`config.mk`:
```
export PLATFORM = sky130hd
export DESIGN_NAME = utf8_to_codepoint_decoder_core
export DESIGN_NICKNAME = d
export VERILOG_FILES = /design/src/u8cp_pkg.sv /design/src/u8cp_step.sv /design/src/utf8_to_codepoint_decoder_core.sv
export SDC_FILE = /design/constraint.sdc
export NUM_CORES = 1
export LEC_CHECK = 0
export BUFFER_PORTS_ARGS = -buffer_cell sky130_fd_sc_hd__buf_2
export CAP_MARGIN = 30
export CELL_PAD_IN_SITES_DETAIL_PLACEMENT = 0
export CELL_PAD_IN_SITES_GLOBAL_PLACEMENT = 2
export CORE_AREA = 2 2 86 88
export CTS_BUF_LIST = sky130_fd_sc_hd__clkbuf_4
export CTS_CLUSTER_SIZE = 14
export DETAILED_ROUTE_END_ITERATION = 7
export DIE_AREA = 0 0 88 90
export PLACE_DENSITY = 0.92
export SETUP_SLACK_MARGIN = 0.15
export SLEW_MARGIN = 20
export SYNTH_ARGS = -nofsm -noshare
export SYNTH_HDL_FRONTEND = slang
export SYNTH_SLANG_ARGS = --single-unit
```
`constraint.sdc`:
```
create_clock -name i_clk -period 4.9 [get_ports i_clk]
set_input_delay 0 -clock i_clk [delete_from_list [all_inputs] [get_ports i_clk]]
set_output_delay 0 -clock i_clk [all_outputs]
set_load 0.01 [all_outputs]
```
`src/u8cp_pkg.sv`:
```
// ============================================================================
// u8cp_pkg
// Shared types and constants for the UTF-8 to code point decoder.
// ============================================================================
`default_nettype none

package u8cp_pkg;

    localparam int unsigned BYTE_W    = 8;
    localparam int unsigned CP_W      = 31;
    localparam int unsigned PEND_W    = 3;
    localparam int unsigned PAYLOAD_W = 6;

    // Lead byte class masks and match patterns.
    localparam logic [BYTE_W-1:0] MASK_2B  = 8'hE0;
    localparam logic [BYTE_W-1:0] LEAD_2B  = 8'hC0;
    localparam logic [BYTE_W-1:0] MASK_3B  = 8'hF0;
    localparam logic [BYTE_W-1:0] LEAD_3B  = 8'hE0;
    localparam logic [BYTE_W-1:0] MASK_4B  = 8'hF8;
    localparam logic [BYTE_W-1:0] LEAD_4B  = 8'hF0;
    localparam logic [BYTE_W-1:0] MASK_5B  = 8'hFC;
    localparam logic [BYTE_W-1:0] LEAD_5B  = 8'hF8;
    localparam logic [BYTE_W-1:0] MASK_6B  = 8'hFE;
    localparam logic [BYTE_W-1:0] LEAD_6B  = 8'hFC;

    // Payload masks of the lead classes.
    localparam logic [BYTE_W-1:0] DATA_2B  = 8'h1F;
    localparam logic [BYTE_W-1:0] DATA_3B  = 8'h0F;
    localparam logic [BYTE_W-1:0] DATA_4B  = 8'h07;
    localparam logic [BYTE_W-1:0] DATA_5B  = 8'h03;
    localparam logic [BYTE_W-1:0] DATA_6B  = 8'h01;

    // Pending continuation counts opened by each lead class.
    localparam logic [PEND_W-1:0] PEND_NONE = 3'd0;
    localparam logic [PEND_W-1:0] PEND_2B   = 3'd1;
    localparam logic [PEND_W-1:0] PEND_3B   = 3'd2;
    localparam logic [PEND_W-1:0] PEND_4B   = 3'd3;
    localparam logic [PEND_W-1:0] PEND_5B   = 3'd4;
    localparam logic [PEND_W-1:0] PEND_6B   = 3'd5;

    // Sequence state carried from one byte to the next.
    typedef struct packed {
        logic [PEND_W-1:0] pending;
        logic [CP_W-1:0]   partial;
    } t_seq_state;

    // Outcome of decoding one byte.
    typedef struct packed {
        logic              emit;
        logic [CP_W-1:0]   code_point;
        logic              lead_invalid;
        t_seq_state        next_state;
    } t_step_out;

endpackage

`default_nettype wire

```
`src/u8cp_step.sv`:
```
// ============================================================================
// u8cp_step
// Decodes one byte against the current sequence state.
// ============================================================================
`default_nettype none

module u8cp_step (
    input  wire logic [u8cp_pkg::BYTE_W-1:0] i_byte,
    input  wire u8cp_pkg::t_seq_state        i_state,
    output u8cp_pkg::t_step_out              o_step
);

    logic [u8cp_pkg::CP_W-1:0]   shifted;
    logic [u8cp_pkg::PEND_W-1:0] pend_dec;

    // Continuation bytes contribute their low six bits; the marker is ignored.
    assign shifted  = {i_state.partial[u8cp_pkg::CP_W-u8cp_pkg::PAYLOAD_W-1:0],
                       i_byte[u8cp_pkg::PAYLOAD_W-1:0]};
    assign pend_dec = i_state.pending - u8cp_pkg::PEND_W'(1);

    always_comb begin
        o_step                    = '0;
        o_step.next_state         = i_state;
        if (i_state.pending != u8cp_pkg::PEND_NONE) begin
            if (pend_dec == u8cp_pkg::PEND_NONE) begin
                o_step.emit       = 1'b1;
                o_step.code_point = shifted;
                o_step.next_state = '0;
            end else begin
                o_step.next_state.pending = pend_dec;
                o_step.next_state.partial = shifted;
            end
        end else if (!i_byte[u8cp_pkg::BYTE_W-1]) begin
            o_step.emit       = 1'b1;
            o_step.code_point = u8cp_pkg::CP_W'(i_byte);
        end else if ((i_byte & u8cp_pkg::MASK_2B) == u8cp_pkg::LEAD_2B) begin
            o_step.next_state.pending = u8cp_pkg::PEND_2B;
            o_step.next_state.partial = u8cp_pkg::CP_W'(i_byte & u8cp_pkg::DATA_2B);
        end else if ((i_byte & u8cp_pkg::MASK_3B) == u8cp_pkg::LEAD_3B) begin
            o_step.next_state.pending = u8cp_pkg::PEND_3B;
            o_step.next_state.partial = u8cp_pkg::CP_W'(i_byte & u8cp_pkg::DATA_3B);
        end else if ((i_byte & u8cp_pkg::MASK_4B) == u8cp_pkg::LEAD_4B) begin
            o_step.next_state.pending = u8cp_pkg::PEND_4B;
            o_step.next_state.partial = u8cp_pkg::CP_W'(i_byte & u8cp_pkg::DATA_4B);
        end else if ((i_byte & u8cp_pkg::MASK_5B) == u8cp_pkg::LEAD_5B) begin
            o_step.next_state.pending = u8cp_pkg::PEND_5B;
            o_step.next_state.partial = u8cp_pkg::CP_W'(i_byte & u8cp_pkg::DATA_5B);
        end else if ((i_byte & u8cp_pkg::MASK_6B) == u8cp_pkg::LEAD_6B) begin
            o_step.next_state.pending = u8cp_pkg::PEND_6B;
            o_step.next_state.partial = u8cp_pkg::CP_W'(i_byte & u8cp_pkg::DATA_6B);
        end else begin
            // Stray continuation byte, 0xFE or 0xFF where a lead was expected.
            o_step.emit         = 1'b1;
            o_step.lead_invalid = 1'b1;
        end
    end

endmodule

`default_nettype wire

```
`src/utf8_to_codepoint_decoder_core.sv`:
```
// A byte that completes a sequence shows its code point from the result register.
// Throughput: one byte per cycle unless the output stalls, set by the single decode step.
// Bytes that only open or extend a sequence produce no result item.
// Reset (synchronous, active low) empties both registers and closes any open sequence.
// ============================================================================
// utf8_to_codepoint_decoder_core
// Streaming UTF-8 decoder that accepts the legacy 1- to 6-byte forms.
// ============================================================================
`default_nettype none

module utf8_to_codepoint_decoder_core (
    input  wire logic                        i_clk,
    input  wire logic                        i_rst_n,
    input  wire logic                        i_in_valid,
    output logic                             o_in_stall,
    input  wire logic [u8cp_pkg::BYTE_W-1:0] i_in_byte,
    output logic                             o_out_valid,
    input  wire logic                        i_out_stall,
    output logic [u8cp_pkg::CP_W-1:0]        o_code_point,
    output logic                             o_lead_invalid
);

    // Input register: holds the accepted byte until the decode step consumes it.
    logic                         r_in_valid;
    logic [u8cp_pkg::BYTE_W-1:0]  r_in_byte;

    // Sequence state: pending continuation count and the payload gathered so far.
    u8cp_pkg::t_seq_state         r_state;

    // Result register: holds one result item until the downstream side takes it.
    logic                         r_out_valid;
    logic [u8cp_pkg::CP_W-1:0]    r_code_point;
    logic                         r_lead_invalid;

    u8cp_pkg::t_step_out          step;
    logic                         advance;
    logic                         n_out_valid;

    u8cp_step u_step (
        .i_byte  (r_in_byte),
        .i_state (r_state),
        .o_step  (step)
    );

    // The held byte moves through the decode step whenever the result register
    // is free or is emptied in this cycle. Bytes that give no result could
    // always move, but tying every byte to the same rule keeps the order simple
    // and still sustains one byte per cycle when the output is not stalled.
    assign advance    = r_in_valid && (!r_out_valid || !i_out_stall);

    // The input side is stalled only when the held byte cannot move on.
    assign o_in_stall = r_in_valid && !advance;

    always_comb begin
        n_out_valid = r_out_valid;
        if (advance && step.emit) begin
            n_out_valid = 1'b1;
        end else if (!i_out_stall) begin
            n_out_valid = 1'b0;
        end
    end

    always_ff @(posedge i_clk) begin
        if (!i_rst_n) begin
            r_in_valid  <= 1'b0;
            r_out_valid <= 1'b0;
            r_state     <= '0;
        end else begin
            if (!o_in_stall) begin
                r_in_valid <= i_in_valid;
            end
            r_out_valid <= n_out_valid;
            if (advance) begin
                r_state <= step.next_state;
            end
        end
    end

    // Payload registers carry no reset; their valid flags guard them.
    always_ff @(posedge i_clk) begin
        if (i_in_valid && !o_in_stall) begin
            r_in_byte <= i_in_byte;
        end
        if (advance && step.emit) begin
            r_code_point   <= step.code_point;
            r_lead_invalid <= step.lead_invalid;
        end
    end

    assign o_out_valid    = r_out_valid;
    assign o_code_point   = r_code_point;
    assign o_lead_invalid = r_lead_invalid;

endmodule

`default_nettype wire

```
==> impl_metrics.json, run 1 <==
{
  "area_delta_synth_final_pct": 21.8,
  "rsz0062_at_grt": "no",
  "num-fill-cells": 629,
  "hold_ws_ns": 0.295,
  "layout_min_cycle_time_ns": 2.56,
  "path_cells": "inv_1 > ha_1 > nor3_1 > o21a_1 > inv_2 > a311oi_1 > dlygate4sd3_1",
  "antenna_found_initial": 0,
  "cts-root-buf": "clkbuf_4",
  "cts.sinks": 70,
  "yosysSeqAreaShare": 0.630,
  "io_buffer_count": 45,
  "core_um2": 7020,
  "ys.flop_type": "edfxtp_1",
  "final_cell_mix": "45 x buf_2, 40 x edfxtp_1, 32 x nor2_1, 31 x inv_1, 30 x dfxtp_1",
  "synth_seq_cells": 70,
  "grt_first_pass_wirelength_mm": 8.93,
  "drt-vias-per-instance": 4.90,
  "syn-num-nets": 248,
  "worstSetupPathType": "register to register",
  "wirelength_mm": 5.55,
  "cts-resized-gates": 0,
  "status": "finished, final reports clean",
  "start_util": 0.407,
  "drt_iter0_drc": 74,
  "place_hpwl_mm": 3.58,
  "yosys_warnings": 0,
  "final_core_util": 0.496,
  "die_x_um": 88,
  "first_pass_iters": 4,
  "cts_tree": "built",
  "dieArea_um2": 7920,
  "worst_hold_path_type": "input pin to register",
  "critPathLaunchType": "register",
  "vias": 1961,
  "grt_usage": 0.149,
  "fin_worst_skew_ns": 0.0146,
  "synth_edf_count": 40,
  "p_leak_nw": 1.21,
  "critPathBufInv": 3,
  "avgSynthCellArea_um2": 12.3,
  "place_congestion": 0.783,
  "drive_above_1_share": 0.292,
  "htreeDepth": 3,
  "cts_setup_buffers": 0,
  "max_freq_ghz": 0.391,
  "grt_start_max_net_pins": 33,
  "clk_pin_slew_ns": 0.12,
  "p_total_mw": 1.15,
  "report.final.setup_viol": 0,
  "final_antenna_net_count": 0,
  "ys_types": 35,
  "cts_max_path_buffers": 2,
  "rows": 31,
  "maxCapViolCount": 0,
  "max_stage_delay_ns": 0.58,
  "first_global_vias": 1794,
  "async_flop_share": 0,
  "antenna_cells": 0,
  "gr-total-overflow": 0,
  "finalSetupTns_ns": 0,
  "path_delay_family": "buffers and inverters",
  "synth_area_um2": 2860,
  "drc": 0,
  "cp-end-kind": "register",
  "required_ns": 5.26,
  "irDropWorstVdd_uv": 199,
  "path_max_fanout": 27,
  "routedWlPerCell_um": 13.9,
  "die_h_um": 90,
  "final_common_cell": "buf_2",
  "p_per_area_nw_per_um2": 331,
  "numCtsBuffers": 9,
  "finalMaxSlewViolations": 0,
  "finalNetCount": 311,
  "insertion_delay_ns": 0.41,
  "worst_pin_slew_ns": 0.596,
  "critPathArrivalTime_ns": 2.92,
  "crit_slowest_cell": "dlygate4sd3_1",
  "io_pins": 46,
  "post-route-period-util": 0.522,
  "syn_inst": 233,
  "maxSlewHeadroom": 0.602,
  "hold_viol_final": 0
}
metal layers:
layer  vias up  GRT usage  part of all wire
met3         8     0.0404             0.051
met5         -          0                 0
li1        959          -                 -
met2        59      0.213              0.46
met1       935      0.211              0.48
met4         0     0.0654             0.014
flip-flops by register name, indices dropped and copies added (netlist names):
signal          flops
r_in_valid          1
r_state            28
o_out_valid         1
r_in_byte           8
o_lead_invalid      1
o_code_point       31
where the power goes:
part           switching (mW)  total (mW)  internal [mW]  leakage, nW
combinational          0.0849       0.136         0.0506        0.515
sequential             0.0116       0.655          0.644        0.625
clock                   0.207       0.364          0.156       0.0739
through the flow:
step | instance area, um2 | setup WS [ns] | instances
2_1_floorplan | 2860 | 1.63 | 233
3_3_place_gp | 3190 | 2.18 | 370
3_5_place_dp | 3190 | 2.06 | 370
4_1_cts | 3460 | 2.01 | 399
5_1_grt | 3480 | 2.12 | 400
6_report | 3480 | 2.34 | 400
synthesized netlist by cell type, types with 6 or more instances:
library cell | n | share of area
o32ai_2 | 18 | 0.10
nor2b_1 | 7 | 0.015
edfxtp_1 | 40 | 0.42
nor2_1 | 32 | 0.042
dfxtp_1 | 30 | 0.21
o32ai_1 | 6 | 0.018
nand2_1 | 10 | 0.013
inv_1 | 31 | 0.041
a21oi_1 | 10 | 0.018
final cells by class:
type	count	area [um2]	area share
multi-input cells	121	892	0.256
well taps	99	124	0.0356
flip-flops and latches	70	1800	0.517
repair buffers	62	405	0.116
clock buffers	9	67.6	0.0194
clock inverters	7	72.6	0.0208
inverters	32	120	0.0345
cells by family (layout without fill, tap and decap cells):
group / count (synthesis) / in the layout / share of synthesized area
flops: 70 / 70 / 0.630
simple gates: 64 / 64 / 0.105
compound gates: 54 / 54 / 0.186
buf+inv: 42 / 110 / 0.0652
fa+ha+maj: 3 / 3 / 0.0131
repair_timing:
action                     CTS  global route
hold endpoints to repair    13             0
hold buffers                13             0
setup endpoints to repair    0             0
final timing paths:
| path | startpoint | end | cells past startpoint | slack (ns) |
|---|---|---|---|---|
| setup / recovery | r_state[31]$_SDFFE_PN0P_ | o_out_valid$_SDFFE_PN0P_ | 7 | 2.34 |
| hold / removal | i_in_byte[7] | r_in_byte[7]$_DFFE_PP_ | 2 | 0.30 |
| setup reg to reg | r_state[31]$_SDFFE_PN0P_ | o_out_valid$_SDFFE_PN0P_ | 7 | 2.34 |
| hold reg to reg | r_state[20]$_SDFFE_PN0P_ | r_state[20]$_SDFFE_PN0P_ | 2 | 0.47 |
Note: power is estimated with default switching activity, not from simulation.
==> run 2: changes to the inputs <==
CORE_AREA = 2 2 89 91   (was 2 2 86 88)
DIE_AREA = 0 0 91 93   (was 0 0 88 90)
PLACE_DENSITY = 0.87   (was 0.92)
clock period = 2.44 ns   (was 4.9 ns; I/O delays follow)
==> impl_metrics.json, run 2 (synthesized netlist as in run 1, its figures left out) <==
{
  "grtUsageMet3": 0.0363,
  "critPathLaunchType": "register",
  "core_um2": 7530,
  "cts.sinks": 70,
  "path_max_fanout": 26,
  "drt_iter0_drc": 90,
  "first_global_vias": 1753,
  "final_cells": 404,
  "netSwitchingFraction": 0.246,
  "cp-end-kind": "register",
  "htreeDepth": 3,
  "drt-vias-per-instance": 4.68,
  "p_per_area_nw_per_um2": 688,
  "setup_slack_ns": 0.320,
  "report.final.setup_viol": 0,
  "timing.critical_path.from": "r_state[31]$_SDFFE_PN0P_",
  "die_h_um": 93,
  "p_leak_nw": 1.23,
  "final_core_util": 0.469,
  "regArea_um2": 1800,
  "preCtsSetupSlack_ns": 0.286,
  "irDropWorstVdd_uv": 235,
  "grt_util_met1": 0.194,
  "antenna_cells": 0,
  "finalMaxSlewViolations": 0,
  "worst_hold_path_type": "input pin to register",
  "dieArea_um2": 8460,
  "final_antenna_net_count": 0,
  "final_cell_mix": "45 x buf_2, 40 x edfxtp_1, 32 x nor2_1, 31 x inv_1, 30 x dfxtp_1",
  "hold_viol_final": 0,
  "hold_ws_ns": 0.301,
  "cts_setup_buffers": 0,
  "status": "finished, final reports clean",
  "wirelength_mm": 5.29,
  "largest_reg_flops": 31,
  "io_buffer_count": 45,
  "first_pass_iters": 4,
  "combPwrFrac": 0.112,
  "num-fill-cells": 717,
  "worstHoldStart": "i_in_byte[1]",
  "drc": 0,
  "numCtsBuffers": 9,
  "vias": 1891,
  "required_ns": 2.75,
  "pwr-share-seq": 0.541,
  "worstSetupPathType": "register to register",
  "multi_input_area_um2": 903,
  "place_congestion": 0.842,
  "internal_power_mw": 1.83,
  "layout_min_cycle_time_ns": 2.12,
  "grt_usage": 0.138,
  "routedWlPerCell_um": 13.1,
  "die_x_um": 91,
  "maxSlewHeadroom": 0.533,
  "drive_above_1_share": 0.308,
  "final_common_cell": "buf_2",
  "netSwitchingPower_uw": 598,
  "grt_use_met2": 0.194,
  "dpl.cell_count": 376,
  "cts_max_path_buffers": 2,
  "fin_worst_skew_ns": 0.0149,
  "clk_pin_slew_ns": 0.11,
  "gr-total-overflow": 0,
  "cts-root-buf": "clkbuf_4",
  "critPathArrivalTime_ns": 2.43,
  "clock_power_share": 0.347,
  "grt_busiest_layer": "met1",
  "antenna_found_initial": 0,
  "place_hpwl_mm": 3.58,
  "maxCapViolCount": 0,
  "io_pins": 46,
  "finalSetupTns_ns": 0,
  "post-route-period-util": 0.869,
  "start_util": 0.380,
  "finalNetCount": 312,
  "cts_tree": "built",
  "reg2reg_from": "r_state[31]$_SDFFE_PN0P_",
  "max_freq_ghz": 0.472,
  "grt_first_pass_wirelength_mm": 8.85,
  "rows": 32,
  "insertion_delay_ns": 0.41,
  "area_delta_synth_final_pct": 23.4,
  "rsz0062_at_grt": "no",
  "worst_pin_slew_ns": 0.699,
  "grt_start_max_net_pins": 27
}
## run 2: metrics by stage
step	cell area, um2	total power [mW]
final	3530	2.43
after global routing	3530	2.55
after CTS	3510	2.46
after detailed placement	3220	1.59
after global placement	3220	1.59
after floorplan	2870	1.51
## run 2: routing by layer
layer	vias up	share of wire	routed length (um)
li1	962	-	-
met5	-	0	0
met4	0	0.015	78
met1	876	0.50	2660
met3	7	0.034	182
met2	46	0.45	2370
## run 2: what timing repair did
item	4_1_cts	5_1_grt
gates resized for setup	0	3
hold buffers	12	0
hold endpoints to repair	14	0
setup endpoints to repair	0	10
## run 2: layout make-up
type,count,share of cell area
clock buffers,10,0.0213
clock inverters,6,0.0266
multi-input cells,121,0.256
well taps,102,0.0362
flip-flops and latches,70,0.511
repair buffers,63,0.115
inverters,32,0.0340
## run 2: path summary, 6_finish.rpt
kind / to / slack, ns / depth (start not counted)
hold reg to reg: r_state[20]$_SDFFE_PN0P_ / 0.48 / 2
hold / removal: r_in_byte[1]$_DFFE_PP_ / 0.30 / 2
setup reg to reg: r_state[19]$_SDFFE_PN0P_ / 0.32 / 7
setup / recovery: r_state[19]$_SDFFE_PN0P_ / 0.32 / 7
## run 2: power by group through the flow
stage	sequential, mW	combinational [mW]	clock, mW
floorplan	1.35	0.158	0
global placement	1.34	0.252	0
detailed placement	1.34	0.253	0
CTS	1.31	0.269	0.873
global route	1.32	0.298	0.930
finish	1.31	0.271	0.843
## run 2: worst max-delay path, cell delays in order (launching register included)
cell     delay, ns
dfxtp_1       0.40
inv_1         0.08
ha_1          0.26
nor2b_1       0.20
and3_4        0.22
or3_1         0.36
buf_6         0.20
o32ai_1       0.30
